### src/rtl/swbt_pkg.sv
// Shared types and codes for the sliding-window block tracker.
// Holds the operation codes, the item structs and the port widths.
// No dependencies.
package swbt_pkg;

   localparam int unsigned IdWidth    = 16;
   localparam int unsigned SizeWidth  = 16;
   localparam int unsigned CfgWidth   = 8;
   localparam int unsigned CsrIdxWidth = 8;

   typedef enum logic [1:0] {
      OP_RESTART  = 2'd0,
      OP_ACK      = 2'd1,
      OP_SENT     = 2'd2,
      OP_ROLLBACK = 2'd3
   } op_type;

   typedef enum logic [CsrIdxWidth-1:0] {
      CSR_WINDOW_SIZE = 8'd0,
      CSR_RETRY_LIMIT = 8'd1
   } csr_index_type;

   localparam logic [CfgWidth-1:0] WindowSizeReset = 8'd8;
   localparam logic [CfgWidth-1:0] RetryLimitReset = 8'd3;
   localparam logic [IdWidth-1:0]  SendIdReset     = 16'd1;

   typedef struct packed {
      op_type                       operation;
      logic [IdWidth-1:0]           block_id;
      logic signed [SizeWidth-1:0]  block_size;
   } req_item_type;

   typedef struct packed {
      logic               op_ok;
      logic               send_permitted;
      logic               transfer_done;
      logic [IdWidth-1:0] next_send_id;
   } rsp_item_type;

endpackage

### src/rtl/swbt_in_stage.sv
// Input register of the block tracker: captures one request beat.
// Depends on swbt_pkg for the request struct.
module swbt_in_stage
   import swbt_pkg::*;
(
   input  logic         clock,
   input  logic         reset,
   input  logic         load,
   input  req_item_type load_item,
   input  logic         drain,
   output logic         valid,
   output req_item_type item
);

   logic         valid_ff, valid_in;
   req_item_type item_ff;

   always_comb begin
      valid_in = valid_ff;
      if (load) begin
         valid_in = 1'b1;
      end else if (drain) begin
         valid_in = 1'b0;
      end
   end

   always_ff @(posedge clock) begin
      if (reset) begin
         valid_ff <= 1'b0;
      end else begin
         valid_ff <= valid_in;
      end
   end

   always_ff @(posedge clock) begin
      if (load) begin
         item_ff <= load_item;
      end
   end

   assign valid = valid_ff;
   assign item  = item_ff;

endmodule

### src/rtl/swbt_window_core.sv
// Window state of the go-back-N sender: ids, final marker, retry count
// and the two config registers. Depends on swbt_pkg.
module swbt_window_core
   import swbt_pkg::*;
(
   input  logic                   clock,
   input  logic                   reset,
   input  logic                   cfg_write,
   input  csr_index_type          cfg_index,
   input  logic [CfgWidth-1:0]    cfg_data,
   input  logic                   fire,
   input  req_item_type           item,
   output rsp_item_type           result
);

   logic [CfgWidth-1:0] window_size_ff, retry_limit_ff;
   logic [IdWidth-1:0]  send_id_ff, send_id_in;
   logic [IdWidth-1:0]  acked_id_ff, acked_id_in;
   logic [IdWidth-1:0]  final_id_ff, final_id_in;
   logic                final_valid_ff, final_valid_in;
   logic [CfgWidth-1:0] retries_ff, retries_in;
   logic                ok;
   logic [IdWidth-1:0]  ack_expect;
   logic [IdWidth-1:0]  id_span;
   logic                size_positive;

   always_ff @(posedge clock) begin
      if (reset) begin
         window_size_ff <= WindowSizeReset;
         retry_limit_ff <= RetryLimitReset;
      end else if (cfg_write) begin
         unique case (cfg_index)
            CSR_WINDOW_SIZE: window_size_ff <= cfg_data;
            CSR_RETRY_LIMIT: retry_limit_ff <= cfg_data;
            default: ;
         endcase
      end
   end

   assign ack_expect    = acked_id_ff + IdWidth'(1);
   assign size_positive = (item.block_size > $signed(SizeWidth'(0)));

   always_comb begin
      send_id_in     = send_id_ff;
      acked_id_in    = acked_id_ff;
      final_id_in    = final_id_ff;
      final_valid_in = final_valid_ff;
      retries_in     = retries_ff;
      ok             = 1'b0;
      unique case (item.operation)
         OP_RESTART: begin
            send_id_in     = SendIdReset;
            acked_id_in    = '0;
            final_id_in    = '0;
            final_valid_in = 1'b0;
            retries_in     = retry_limit_ff;
         end
         OP_ACK: begin
            if (item.block_id == ack_expect) begin
               acked_id_in = ack_expect;
               retries_in  = retry_limit_ff;
               ok          = 1'b1;
            end
         end
         OP_SENT: begin
            if (size_positive) begin
               send_id_in = send_id_ff + IdWidth'(1);
            end else begin
               final_id_in    = send_id_ff;
               final_valid_in = 1'b1;
               ok             = 1'b1;
            end
         end
         OP_ROLLBACK: begin
            if (retries_ff != '0) begin
               retries_in     = retries_ff - CfgWidth'(1);
               final_valid_in = 1'b0;
               final_id_in    = '0;
               send_id_in     = ack_expect;
               ok             = 1'b1;
            end
         end
         default: ;
      endcase
      id_span = send_id_in - acked_id_in;
      result.op_ok          = ok;
      result.send_permitted = (id_span <= {{(IdWidth-CfgWidth){1'b0}}, window_size_ff}) &&
                              !(final_valid_in && (final_id_in == send_id_in));
      result.transfer_done  = final_valid_in && (acked_id_in == final_id_in);
      result.next_send_id   = send_id_in;
   end

   // advance the window only when the beat moves into the result register
   always_ff @(posedge clock) begin
      if (reset) begin
         send_id_ff     <= SendIdReset;
         acked_id_ff    <= '0;
         final_id_ff    <= '0;
         final_valid_ff <= 1'b0;
         retries_ff     <= RetryLimitReset;
      end else if (fire) begin
         send_id_ff     <= send_id_in;
         acked_id_ff    <= acked_id_in;
         final_id_ff    <= final_id_in;
         final_valid_ff <= final_valid_in;
         retries_ff     <= retries_in;
      end
   end

endmodule

### src/rtl/swbt_rsp_stage.sv
// Result register of the block tracker: holds one response beat until taken.
// Depends on swbt_pkg for the result struct.
module swbt_rsp_stage
   import swbt_pkg::*;
(
   input  logic         clock,
   input  logic         reset,
   input  logic         load,
   input  rsp_item_type load_item,
   input  logic         stall,
   output logic         free,
   output logic         valid,
   output rsp_item_type item
);

   logic         valid_ff, valid_in;
   rsp_item_type item_ff;

   assign free = !valid_ff || !stall;

   always_comb begin
      valid_in = valid_ff;
      if (load) begin
         valid_in = 1'b1;
      end else if (!stall) begin
         valid_in = 1'b0;
      end
   end

   always_ff @(posedge clock) begin
      if (reset) begin
         valid_ff <= 1'b0;
      end else begin
         valid_ff <= valid_in;
      end
   end

   always_ff @(posedge clock) begin
      if (load) begin
         item_ff <= load_item;
      end
   end

   assign valid = valid_ff;
   assign item  = item_ff;

endmodule

### src/rtl/sliding_window_block_tracker_unit.sv
// Sender-side window tracker for a go-back-N block transfer (top level).
// Built from swbt_in_stage, swbt_window_core and swbt_rsp_stage; uses swbt_pkg.
//
// Each accepted request beat is registered, applied to the window state and
// held in the result register, which drives the response channel. One request
// can be taken every cycle while the response channel is not stalled; the
// result register and the window update set that rate. Config writes are
// always ready and should be made only while no request is in flight; a new
// retry limit is loaded at the next restart or accepted acknowledgement.
module sliding_window_block_tracker_unit
   import swbt_pkg::*;
(
   input  logic                        clock,
   input  logic                        reset,
   input  logic                        req_valid,
   output logic                        req_stall,
   input  logic [1:0]                  req_operation,
   input  logic [IdWidth-1:0]          req_block_id,
   input  logic signed [SizeWidth-1:0] req_block_size,
   output logic                        rsp_valid,
   input  logic                        rsp_stall,
   output logic                        rsp_op_ok,
   output logic                        rsp_send_permitted,
   output logic                        rsp_transfer_done,
   output logic [IdWidth-1:0]          rsp_next_send_id,
   input  logic                        csr_valid,
   output logic                        csr_ready,
   input  logic [CsrIdxWidth-1:0]      csr_index,
   input  logic [CfgWidth-1:0]         csr_data
);

   req_item_type req_item, s1_item;
   rsp_item_type core_result, rsp_item;
   logic         s1_valid, rsp_free, s1_fire, req_load;

   assign req_item.operation  = op_type'(req_operation);
   assign req_item.block_id   = req_block_id;
   assign req_item.block_size = req_block_size;

   assign s1_fire   = s1_valid && rsp_free;
   assign req_stall = s1_valid && !rsp_free;
   assign req_load  = req_valid && !req_stall;
   assign csr_ready = 1'b1;

   swbt_in_stage u_in_stage (
      .clock     (clock),
      .reset     (reset),
      .load      (req_load),
      .load_item (req_item),
      .drain     (s1_fire),
      .valid     (s1_valid),
      .item      (s1_item)
   );

   swbt_window_core u_window_core (
      .clock     (clock),
      .reset     (reset),
      .cfg_write (csr_valid && csr_ready),
      .cfg_index (csr_index_type'(csr_index)),
      .cfg_data  (csr_data),
      .fire      (s1_fire),
      .item      (s1_item),
      .result    (core_result)
   );

   swbt_rsp_stage u_rsp_stage (
      .clock     (clock),
      .reset     (reset),
      .load      (s1_fire),
      .load_item (core_result),
      .stall     (rsp_stall),
      .free      (rsp_free),
      .valid     (rsp_valid),
      .item      (rsp_item)
   );

   assign rsp_op_ok          = rsp_item.op_ok;
   assign rsp_send_permitted = rsp_item.send_permitted;
   assign rsp_transfer_done  = rsp_item.transfer_done;
   assign rsp_next_send_id   = rsp_item.next_send_id;

endmodule

### config.mk
export PLATFORM = sky130hd
export DESIGN_NAME = sliding_window_block_tracker_unit
export DESIGN_NICKNAME = d
export VERILOG_FILES = /design/src/rtl/swbt_pkg.sv /design/src/rtl/swbt_in_stage.sv /design/src/rtl/swbt_window_core.sv /design/src/rtl/swbt_rsp_stage.sv /design/src/rtl/sliding_window_block_tracker_unit.sv
export SDC_FILE = /design/constraint.sdc
export NUM_CORES = 1
export LEC_CHECK = 0
export BUFFER_PORTS_ARGS = -buffer_cell sky130_fd_sc_hd__buf_2
export CORE_ASPECT_RATIO = 0.9
export CORE_MARGIN = 2
export CORE_UTILIZATION = 55
export DETAILED_ROUTE_END_ITERATION = 10
export PLACE_DENSITY = 0.84
export SYNTH_ARGS = -nofsm -noshare
export SYNTH_HDL_FRONTEND = slang
export SYNTH_HIERARCHICAL = 1
export SYNTH_SLANG_ARGS = --single-unit
### constraint.sdc
create_clock -name clock -period 12.7 [get_ports clock]
set_input_delay 2.54 -clock clock [delete_from_list [all_inputs] [get_ports clock]]
set_output_delay 2.54 -clock clock [all_outputs]
set_load 0.02 [all_outputs]
==> impl_metrics.csv, run 1 <==
group,metric,value,unit
outcome,outcome,"finished, final reports clean",
finish,syn_to_final_growth,10.9,%
finish,nets,1052,
drt,wirelength,21800,um
setup_path,critPathKind,"flop to flop",
sta,fin_worst_skew,0.00767,ns
setup_path,reg2reg_depth,29,
worst_hold_path,hold_class,"flop to flop",
cts,clock_latency,0.42,ns
cts,cts_max_path_buffers,2,
global_routing,grt_max_degree,113,
sta,fmax,134,MHz
sta,drv_slew,0,
synthesis,synth_nets,1011,
setup_path,slowest_stage,"nor4_2",
sta,fin_hold_ws,0.484,ns
power_and_ir_drop,p_sw_frac,0.297,
die,die_y,121,um
cts,cts_tree,"done",
setup_path,cp.required,12.93,ns
place,port_buffers,75,
setup_path,endpoint,"u_rsp_stage/item[17]",
global_routing,grt_overflow,0,
cts,postCtsSetupBuffers,0,
die,design.core.area,14800,sq um
synthesis,synth_top_area_share,0.191,
sta,tightest_slew,1.16,ns
finish,regArea,3090,sq um
flow_run,maxCapViolations,0,
synthesis,synth-edff-count,53,
sta,setup_viol,0,
drt,wire_per_inst,18.4,um
setup_path,startpoint,"u_window_core/acked_id_ff[0]",
sta,setup-tns-final,0,ns
drt,vias,7501,
cts,cts_resized,0,
setup_path,path_max_fanout,13,
synthesis,yosys_warnings,6,
finish,multiInputGateArea,4750,sq um
finish,final_core_utilization,0.625,
synthesis,yosysTopAreaCell,"edfxtp_1",
sta,hold_viol,0,
die,dieArea,16100,sq um
finish,diodes,0,
global_routing,grt_pass1_wl,35000,um
power_and_ir_drop,cellPowerDensity,128,nW/um^2
synthesis,synthDistinctLibCells,94,
place,place_congestion,0.971,
synthesis,synth-main-ff-cell,"dfxtp_1",
power_and_ir_drop,p_int,0.832,mW
drt,postRouteAntennaNets,0,
setup_path,worstSetupEndpointType,"flop",
sta,rsz0062_at_grt,"no",
setup_path,slowest_delay,0.67,ns
power_and_ir_drop,clockPowerShare,0.390,
place,place_area,8670,sq um
cts,hold_buffers,0,
finish,final_area,9230,sq um
synthesis,avgSynthCellArea,8.92,sq um
setup_path,arrival,7.70,ns
power_and_ir_drop,power_switching,0.351,mW
finish,fillers,1229,
drt,drt-pass1-iter-count,6,
cts,htree_levels,4,
drt,drt_iter0_markers,931,
global_routing,grt_antenna_before_repair,1,
finish,drive_gt1_frac,0.147,
die,fp.dieW,134,um
global_routing,grt.total_usage,0.275,
die,num_io_pins,77,
drt,vias_per_cell,6.33,
cts,tritoncts.num_buffers,17,
die,start_util,0.564,
synthesis,synthArstFlopShare,0,
cts,cts_num_sinks,128,
cts,root_buffer,"clkbuf_16",
sta,finalCritPeriodShare,0.588,
sta,max_slew_margin,0.229,
drt,drc,0,
power_and_ir_drop,ir_drop,0.000122,V
synthesis,synth.area.top_cells,"edfxtp_1 (19%), dfxtp_1 (18%), xnor2_1 (5.4%)",
cts,path_clk_slew,0.06,ns
place,hpwlAfterDp,15700,um
place,dp_cells,1153,
power_and_ir_drop,combPwrFrac,0.203,
finish,stdcell_count,1185,
setup_path,worst_setup_path_start_kind,"flop",
die,row_count,42,
sta,fin_crit,7.47,ns
synthesis,synthCells,933,
synthesis,synth_seq_cells,128,
setup_path,timing.rr.start,"u_window_core/acked_id_ff[0]",
global_routing,grt_pass1_vias,6845,
power_and_ir_drop,power_frac_seq,0.407,
setup_path,reg2reg_slack,5.23,ns
setup_path,reg2reg_to,"u_rsp_stage/item[17]",
synthesis,netlist_area,8330,sq um
power_and_ir_drop,p_leak,3.46,nW
synthesis,yosysSeqAreaShare,0.371,
==> cells in the final DEF, fill, tap and decap left out, types with 11 or more instances in the layout <==
cell type | netlist | layout
nor2_1 | 113 | 113
buf_2 | 2 | 75
dfxtp_1 | 75 | 75
nand2_1 | 58 | 58
edfxtp_1 | 53 | 53
xnor2_1 | 51 | 51
a211oi_1 | 47 | 47
o21ai_0 | 42 | 42
inv_1 | 41 | 41
a21oi_1 | 41 | 41
nand3_1 | 31 | 31
mux2i_1 | 24 | 24
ha_1 | 22 | 22
a22oi_1 | 20 | 20
xor2_1 | 20 | 20
clkbuf_16 | 0 | 19
nor3_1 | 19 | 19
nand4_1 | 15 | 15
nor4_1 | 12 | 12
o21a_1 | 11 | 11
==> worst min path at each step <==
stage	startpoint	to	slack, ns	cells past startpoint
final	u_window_core/final_id_ff[14]	u_window_core/final_id_ff[14]	0.48	2
after floorplan	u_window_core/retry_limit_ff[1]	u_window_core/retry_limit_ff[1]	0.44	1
after global routing	u_window_core/final_id_ff[10]	u_window_core/final_id_ff[10]	0.50	2
after CTS	u_window_core/final_id_ff[9]	u_window_core/final_id_ff[9]	0.48	2
after detailed placement	u_window_core/retry_limit_ff[0]	u_window_core/retry_limit_ff[0]	0.47	1
after global placement	u_window_core/retry_limit_ff[0]	u_window_core/retry_limit_ff[0]	0.47	1
==> stage by stage <==
stage	power, mW	setup slack [ns]
5_1_grt	1.24	4.76
3_5_place_dp	0.721	5.37
6_report	1.18	5.23
3_3_place_gp	0.717	5.80
2_1_floorplan	0.663	6.43
4_1_cts	1.18	5.41
==> metal layers <==
| metal | global-route usage | part of all wire | wire length (um) | vias up |
|---|---|---|---|---|
| li1 | - | - | - | 3535 |
| met1 | 0.373 | 0.44 | 9500 | 3475 |
| met2 | 0.410 | 0.43 | 9370 | 433 |
| met3 | 0.0893 | 0.11 | 2360 | 56 |
| met4 | 0.102 | 0.027 | 586 | 2 |
| met5 | 0 | 0.00087 | 19 | - |
==> critical path: cells and delay by family, from the launching register on <==
| family | cells | cell delay (ns) |
|---|---|---|
| AO/OA/AOI/OAI | 11 | 1.91 |
| adder cells (fa/ha/maj) | 7 | 1.81 |
| flip-flops | 1 | 0.57 |
| AND/OR/NAND/NOR | 8 | 2.65 |
| buffers and inverters | 2 | 0.17 |
| XOR/XNOR | 1 | 0.16 |
==> sequential cells by signal, indices dropped and copies added (netlist names) <==
signal and count:
u_window_core/retry_limit_ff 8, u_window_core/acked_id_ff 16, u_window_core/window_size_ff 8, u_window_core/final_valid_ff 1
u_window_core/send_id_ff 16, u_in_stage/valid 1, u_in_stage/item 34, u_rsp_stage/item 19
u_window_core/retries_ff 8, u_window_core/final_id_ff 16, u_rsp_stage/valid 1
==> layout make-up <==
cell class / count / area share
Clock buffer: 25 / 0.0554
Clock inverter: 7 / 0.00542
Inverter: 42 / 0.0171
Multi-Input combinational cell: 703 / 0.514
Sequential cell: 128 / 0.335
Tap cell: 198 / 0.0268
Timing Repair Buffer: 82 / 0.0463
==> kinds of logic after synthesis <==
| family | share of synthesized area |
|---|---|
| multiplexers | 0.0289 |
| XOR/XNOR | 0.0856 |
| other | 0.000450 |
| adder cells (fa/ha/maj) | 0.0395 |
| flip-flops | 0.371 |
| AND/OR/NAND/NOR | 0.208 |
| AO/OA/AOI/OAI | 0.208 |
| buffers and inverters | 0.0588 |
==> cell usage after synthesis (6+ instances only) <==
cell / n
nor2_1: 113
dfxtp_1: 75
nand2_1: 58
edfxtp_1: 53
xnor2_1: 51
a211oi_1: 47
o21ai_0: 42
a21oi_1: 41
inv_1: 41
clkbuf_1: 36
nand3_1: 31
mux2i_1: 24
ha_1: 22
a22oi_1: 20
xor2_1: 20
nor3_1: 19
nand4_1: 15
nor4_1: 12
o21a_1: 11
a31oi_1: 10
and3_1: 10
buf_4: 10
and2_1: 8
nand2b_1: 8
or3_1: 8
a21o_1: 7
a41oi_1: 6
o22ai_1: 6
==> power by group through the flow <==
stage | sequential, mW | combinational [mW] | clock (mW)
floorplan | 0.479 | 0.184 | 0
global placement | 0.487 | 0.230 | 0
detailed placement | 0.488 | 0.233 | 0
CTS | 0.480 | 0.235 | 0.468
global route | 0.483 | 0.263 | 0.488
finish | 0.481 | 0.240 | 0.462
Note: power is estimated with default switching activity, not from simulation.
==> inputs of run 2 (changes only) <==
--- a/config.mk
+++ b/config.mk
@@ -10,7 +10,7 @@
 export CORE_MARGIN = 2
 export CORE_UTILIZATION = 55
 export DETAILED_ROUTE_END_ITERATION = 10
-export PLACE_DENSITY = 0.84
+export PLACE_DENSITY = 0.87
 export SYNTH_ARGS = -nofsm -noshare
 export SYNTH_HDL_FRONTEND = slang
 export SYNTH_HIERARCHICAL = 1
==> constraint.sdc (replaced) <==
create_clock -name clock -period 6.5 [get_ports clock]
set_input_delay 1.3 -clock clock [delete_from_list [all_inputs] [get_ports clock]]
set_output_delay 1.3 -clock clock [all_outputs]
set_load 0.02 [all_outputs]
==> run 2 against run 1 <==
  * Clock power rose by 100%
  * Clock skew rose by 0.0057 ns
  * Non-clock buffer count rose by 40
  * Largest cell class unchanged
  * Worst setup slack got worse by 5.0 ns
  * Global-route usage rose by 1.2 points
  * Die area did not move
==> impl_metrics.csv, run 2 (synthesis gave the netlist of run 1 again) <==
group,metric,value,unit
cts,cts_num_sinks,128,
die,dieArea,16100,sq um
sta,fin_crit,6.22,ns
cts,cts_max_path_buffers,2,
power_and_ir_drop,cellPowerDensity,246,nW/um^2
sta,max_slew_margin,0.295,
setup_path,cp.required,6.74,ns
finish,drive_gt1_frac,0.202,
setup_path,arrival,6.46,ns
power_and_ir_drop,power_switching,0.711,mW
global_routing,grt_max_degree,102,
die,num_io_pins,77,
finish,final_common_cell,"nor2_1",
global_routing,grt_antenna_before_repair,0,
power_and_ir_drop,p_int,1.67,mW
die,design.core.area,14800,sq um
power_and_ir_drop,p_sw_frac,0.299,
setup_path,worstSetupEndpointType,"flop",
power_and_ir_drop,p_leak,3.70,nW
finish,multiInputGateArea,4820,sq um
sta,setup-tns-final,0,ns
cts,cts_tree,"done",
outcome,outcome,"finished, final reports clean",
finish,syn_to_final_growth,15.8,%
finish,largest_register_ffs,34,
flow_run,maxCapViolations,0,
setup_path,slowest_delay,0.53,ns
sta,finalCritPeriodShare,0.958,
power_and_ir_drop,clockPowerShare,0.396,
place,place_congestion,1.03,
setup_path,slowest_stage,"or4_1",
cts,root_buffer,"clkbuf_16",
cts,clock_latency,0.43,ns
cts,tritoncts.num_buffers,17,
cts,hold_buffers,0,
drt,drt_iter0_markers,1038,
drt,vias_per_cell,6.35,
drt,drt-pass1-iter-count,7,
finish,layout_common_cells,"nor2_1 (112), buf_2 (75), dfxtp_1 (68)",
place,place_area,8900,sq um
finish,diodes,0,
sta,tightest_slew,1.06,ns
place,hpwlAfterDp,16500,um
drt,wire_per_inst,19.0,um
global_routing,grt_pass1_vias,7029,
setup_path,worst_setup_path_start_kind,"flop",
die,die_y,121,um
sta,fmax,161,MHz
power_and_ir_drop,ir_drop,0.000210,V
finish,nets,1092,
die,row_count,42,
sta,hold_viol,0,
finish,final_area,9650,sq um
sta,drv_slew,0,
drt,wirelength,23300,um
drt,drc,0,
setup_path,path_max_fanout,7,
global_routing,grt_overflow,0,
sta,setup_viol,0,
finish,regArea,3110,sq um
setup_path,cp_common_cell,"maj3_2",
die,start_util,0.564,
worst_hold_path,hold_class,"flop to flop",
global_routing,grt.total_usage,0.287,
setup_path,critPathKind,"flop to flop",
global_routing,grt_pass1_wl,36400,um
drt,postRouteAntennaNets,0,
cts,htree_levels,4,
sta,fin_worst_skew,0.0134,ns
power_and_ir_drop,power_frac_seq,0.391,
cts,path_clk_slew,0.06,ns
place,port_buffers,75,
die,fp.dieW,134,um
sta,fin_hold_ws,0.487,ns
power_and_ir_drop,combPwrFrac,0.214,
finish,fillers,1138,
drt,vias,7783,
[run 2: cell count changes in the layout (fill, tap and decap cells not counted), moves of 3 or more]
cell	before	now
a21oi_1	41	38
clkbuf_1	4	1
buf_4	7	47
dfxtp_4	0	4
a21oi_2	1	4
dfxtp_2	0	3
dfxtp_1	75	68
[run 2: power groups by stage]
| stage | combinational, mW | clock, mW | sequential [mW] |
|---|---|---|---|
| floorplan | 0.359 | 0 | 0.936 |
| global placement | 0.471 | 0 | 0.940 |
| detailed placement | 0.482 | 0 | 0.942 |
| CTS | 0.486 | 0.957 | 0.926 |
| global route | 0.549 | 0.991 | 0.934 |
| finish | 0.508 | 0.940 | 0.929 |
[run 2: worst paths after layout]
check                                start                       endpoint  slack [ns]  cells after the start
max          u_window_core/acked_id_ff[13]           u_rsp_stage/item[17]        0.28                     28
min          u_window_core/final_id_ff[14]  u_window_core/final_id_ff[14]        0.49                      2
max reg2reg  u_window_core/acked_id_ff[13]           u_rsp_stage/item[17]        0.28                     28
min reg2reg  u_window_core/final_id_ff[14]  u_window_core/final_id_ff[14]        0.49                      2
[run 2: layout make-up]
| type | count | share of cell area |
|---|---|---|
| multi-input combinational | 703 | 0.500 |
| clock buffer | 19 | 0.0459 |
| tap | 198 | 0.0257 |
| inverter | 42 | 0.0163 |
| clock inverter | 13 | 0.0139 |
| sequential | 128 | 0.323 |
| timing repair buffer | 122 | 0.0755 |
[run 2: per-layer routing]
metal | vias up | track usage | share of wire
met5 | - | 0 | 0
met4 | 0 | 0.0957 | 0.025
met3 | 58 | 0.0721 | 0.10
li1 | 3613 | - | -
met1 | 3617 | 0.403 | 0.43
met2 | 495 | 0.433 | 0.45
[run 2: critical path: cells and delay by family (launching register included)]
family                   cells  cell delay [ns]
AO/OA/AOI/OAI               11             1.80
XOR/XNOR                     1             0.17
adder cells (fa/ha/maj)      6             1.50
buffers and inverters        2             0.15
flip-flops                   1             0.39
AND/OR/NAND/NOR              8             2.00
[run 2: per-stage QoR]
step,utilization,instances,setup slack (ns),power [mW]
2_1_floorplan,-,933,0.229,1.30
3_3_place_gp,0.603,1184,0.268,1.41
3_5_place_dp,0.603,1184,0.0192,1.42
4_1_cts,0.642,1216,0.00533,2.37
5_1_grt,0.653,1225,-0.0180,2.47
6_report,0.653,1225,0.275,2.38
[run 2: repair_timing]
item,CTS,global route
setup buffers,0,9
endpoints found under the setup margin,1,1
resized for setup,1,26
pin swaps,0,13
==> inputs of run 3 (changes only) <==
--- a/config.mk
+++ b/config.mk
@@ -9,9 +9,9 @@
 export CORE_ASPECT_RATIO = 0.9
 export CORE_MARGIN = 2
 export CORE_UTILIZATION = 55
+export CTS_CLUSTER_DIAMETER = 80
 export DETAILED_ROUTE_END_ITERATION = 10
 export PLACE_DENSITY = 0.87
 export SYNTH_ARGS = -nofsm -noshare
 export SYNTH_HDL_FRONTEND = slang
-export SYNTH_HIERARCHICAL = 1
 export SYNTH_SLANG_ARGS = --single-unit
==> run 3 against run 2 <==
  * Utilization is 0.45 points higher
  * Global-route usage is 0.95 points higher
  * Non-clock buffer count stayed put
  * Via count is 0.41% higher
  * Critical endpoint is now u_rsp_stage.item[17]
==> impl_metrics.csv, run 3 <==
group,metric,value,unit
outcome,outcome,"finished, final reports clean",
synthesis,yosys-top-cells-count,"nor2_1 (130), dfxtp_1 (75), nand2_1 (61)",
synthesis,yosysSeqAreaShare,0.373,
finish,layout_common_cells,"nor2_1 (130), buf_2 (75), dfxtp_1 (70)",
cts,tritoncts.num_buffers,17,
synthesis,synth-main-ff-cell,"dfxtp_1",
setup_path,slowest_delay,0.57,ns
cts,htree_levels,4,
global_routing,grt_pass1_wl,37400,um
die,num_io_pins,77,
sta,setup-tns-final,0,ns
sta,drv_slew,0,
sta,hold_viol,0,
setup_path,worst_setup_path_start_kind,"flop",
synthesis,netlist_area,8300,sq um
synthesis,avgSynthCellArea,8.64,sq um
sta,finalCritPeriodShare,0.931,
finish,diodes,0,
synthesis,synth.area.top_cells,"edfxtp_1 (19%), dfxtp_1 (18%), nor2_1 (5.9%)",
cts,clock_latency,0.43,ns
sta,rsz0062_at_grt,"no",
die,fp.dieW,133,um
global_routing,grt_pass1_vias,7298,
cts,path_clk_slew,0.06,ns
setup_path,slowest_stage,"or4_4",
die,design.core.area,14700,sq um
setup_path,arrival,6.29,ns
finish,largest_register_ffs,34,
place,place_congestion,1.01,
sta,tightest_slew,0.951,ns
synthesis,synthDistinctLibCells,95,
finish,drive_gt1_frac,0.189,
drt,wirelength,23200,um
cts,cts_num_sinks,128,
setup_path,worstSetupEndpointType,"flop",
die,row_count,42,
setup_path,path_max_fanout,7,
setup_path,critPathKind,"flop to flop",
sta,fmax,165,MHz
drt,vias,7815,
global_routing,grt_antenna_before_repair,0,
cts,cts_max_path_buffers,2,
finish,syn_to_final_growth,16.6,%
synthesis,synth-edff-count,53,
sta,max_slew_margin,0.357,
drt,drc,0,
drt,drt_iter0_markers,1010,
cts,hold_buffers,0,
sta,fin_hold_ws,0.466,ns
power_and_ir_drop,cellPowerDensity,236,nW/um^2
flow_run,maxCapViolations,0,
power_and_ir_drop,p_leak,3.73,nW
synthesis,yosys_warnings,0,
place,port_buffers,75,
place,hpwlAfterDp,16600,um
power_and_ir_drop,ir_drop,0.000198,V
synthesis,synth_nets,1037,
die,dieArea,16100,sq um
cts,root_buffer,"clkbuf_16",
synthesis,yosysTopAreaCell,"edfxtp_1",
global_routing,grt_max_degree,74,
global_routing,grt_overflow,0,
finish,fillers,1212,
die,die_y,121,um
worst_hold_path,hold_class,"flop to flop",
synthesis,synth_top_area_share,0.192,
synthesis,synthArstFlopShare,0,
synthesis,yosysMostFrequentCell,"nor2_1",
drt,wire_per_inst,18.6,um
setup_path,cp.required,6.74,ns
drt,drt-pass1-iter-count,5,
drt,vias_per_cell,6.25,
global_routing,grt.total_usage,0.297,
synthesis,synth_seq_cells,128,
sta,fin_worst_skew,0.00887,ns
setup_path,cp_common_cell,"ha_1",
sta,setup_viol,0,
cts,cts_tree,"done",
synthesis,synthCells,961,
sta,fin_crit,6.05,ns
finish,nets,1115,
drt,postRouteAntennaNets,0,
finish,final_common_cell,"nor2_1",
die,start_util,0.564,
==> run 3: through the flow <==
step / setup slack [ns] / utilization / cells / area, sq um / total power, mW
6_report: 0.450 / 0.658 / 1250 / 9680 / 2.29
5_1_grt: 0.0156 / 0.658 / 1250 / 9680 / 2.38
4_1_cts: 0.0409 / 0.649 / 1246 / 9550 / 2.27
3_5_place_dp: 0.105 / 0.611 / 1214 / 8990 / 1.37
3_3_place_gp: 0.294 / 0.611 / 1214 / 8990 / 1.37
2_1_floorplan: 0.305 / - / 961 / 8300 / 1.25
==> run 3: area by class of cell <==
type | count | area [sq um] | share of cell area
inverter | 41 | 158 | 0.0163
clock inverter | 10 | 72.6 | 0.00750
timing repair buffer | 122 | 732 | 0.0756
tap | 198 | 248 | 0.0256
clock buffer | 22 | 485 | 0.0502
multi-input combinational | 729 | 4880 | 0.505
sequential | 128 | 3100 | 0.320
==> run 3: final timing paths <==
check	slack [ns]	from	cells after the start	to
worst max register to register	0.45	u_window_core.acked_id_ff[1]	25	u_rsp_stage.item[17]
worst max-delay path	0.45	u_window_core.acked_id_ff[1]	25	u_rsp_stage.item[17]
worst min-delay path	0.47	u_window_core.final_valid_ff	2	u_window_core.final_valid_ff
worst min register to register	0.47	u_window_core.final_valid_ff	2	u_window_core.final_valid_ff
==> run 3: what timing repair did <==
action,in CTS,in global routing
endpoints found under the setup margin,0,1
hold endpoints to repair,0,0
setup buffers,0,4
resized for setup,0,27
==> run 3: critical path: cells and delay by family (launching register included) <==
kind,cells,cell delay (ns)
DFF,1,0.36
and+or+nand+nor,6,1.81
AOI/OAI and AO/OA,11,2.14
buffers and inverters,2,0.20
adders and majority gates,5,1.20
xor gates and xnor gates,1,0.14
==> run 3: where the power goes <==
part | internal, mW | switching (mW)
sequential | 0.881 | 0.0353
combinational | 0.190 | 0.278
clock | 0.533 | 0.369
==> run 3: metal layers <==
| metal | up-vias | track usage | share of wire |
|---|---|---|---|
| li1 | 3721 | - | - |
| met1 | 3615 | 0.386 | 0.42 |
| met2 | 405 | 0.468 | 0.45 |
| met3 | 74 | 0.0642 | 0.085 |
| met4 | 0 | 0.149 | 0.038 |
| met5 | - | 0 | 0 |
==> run 3: cell families after synthesis <==
logic type,count (synthesis),share of synthesized area
simple gates,360,0.222
compound gates,263,0.228
flops,128,0.373
buf+inv,104,0.0501
xor+xnor,67,0.0742
fa+ha+maj,22,0.0330
mux,16,0.0193
other cells,1,0.000452
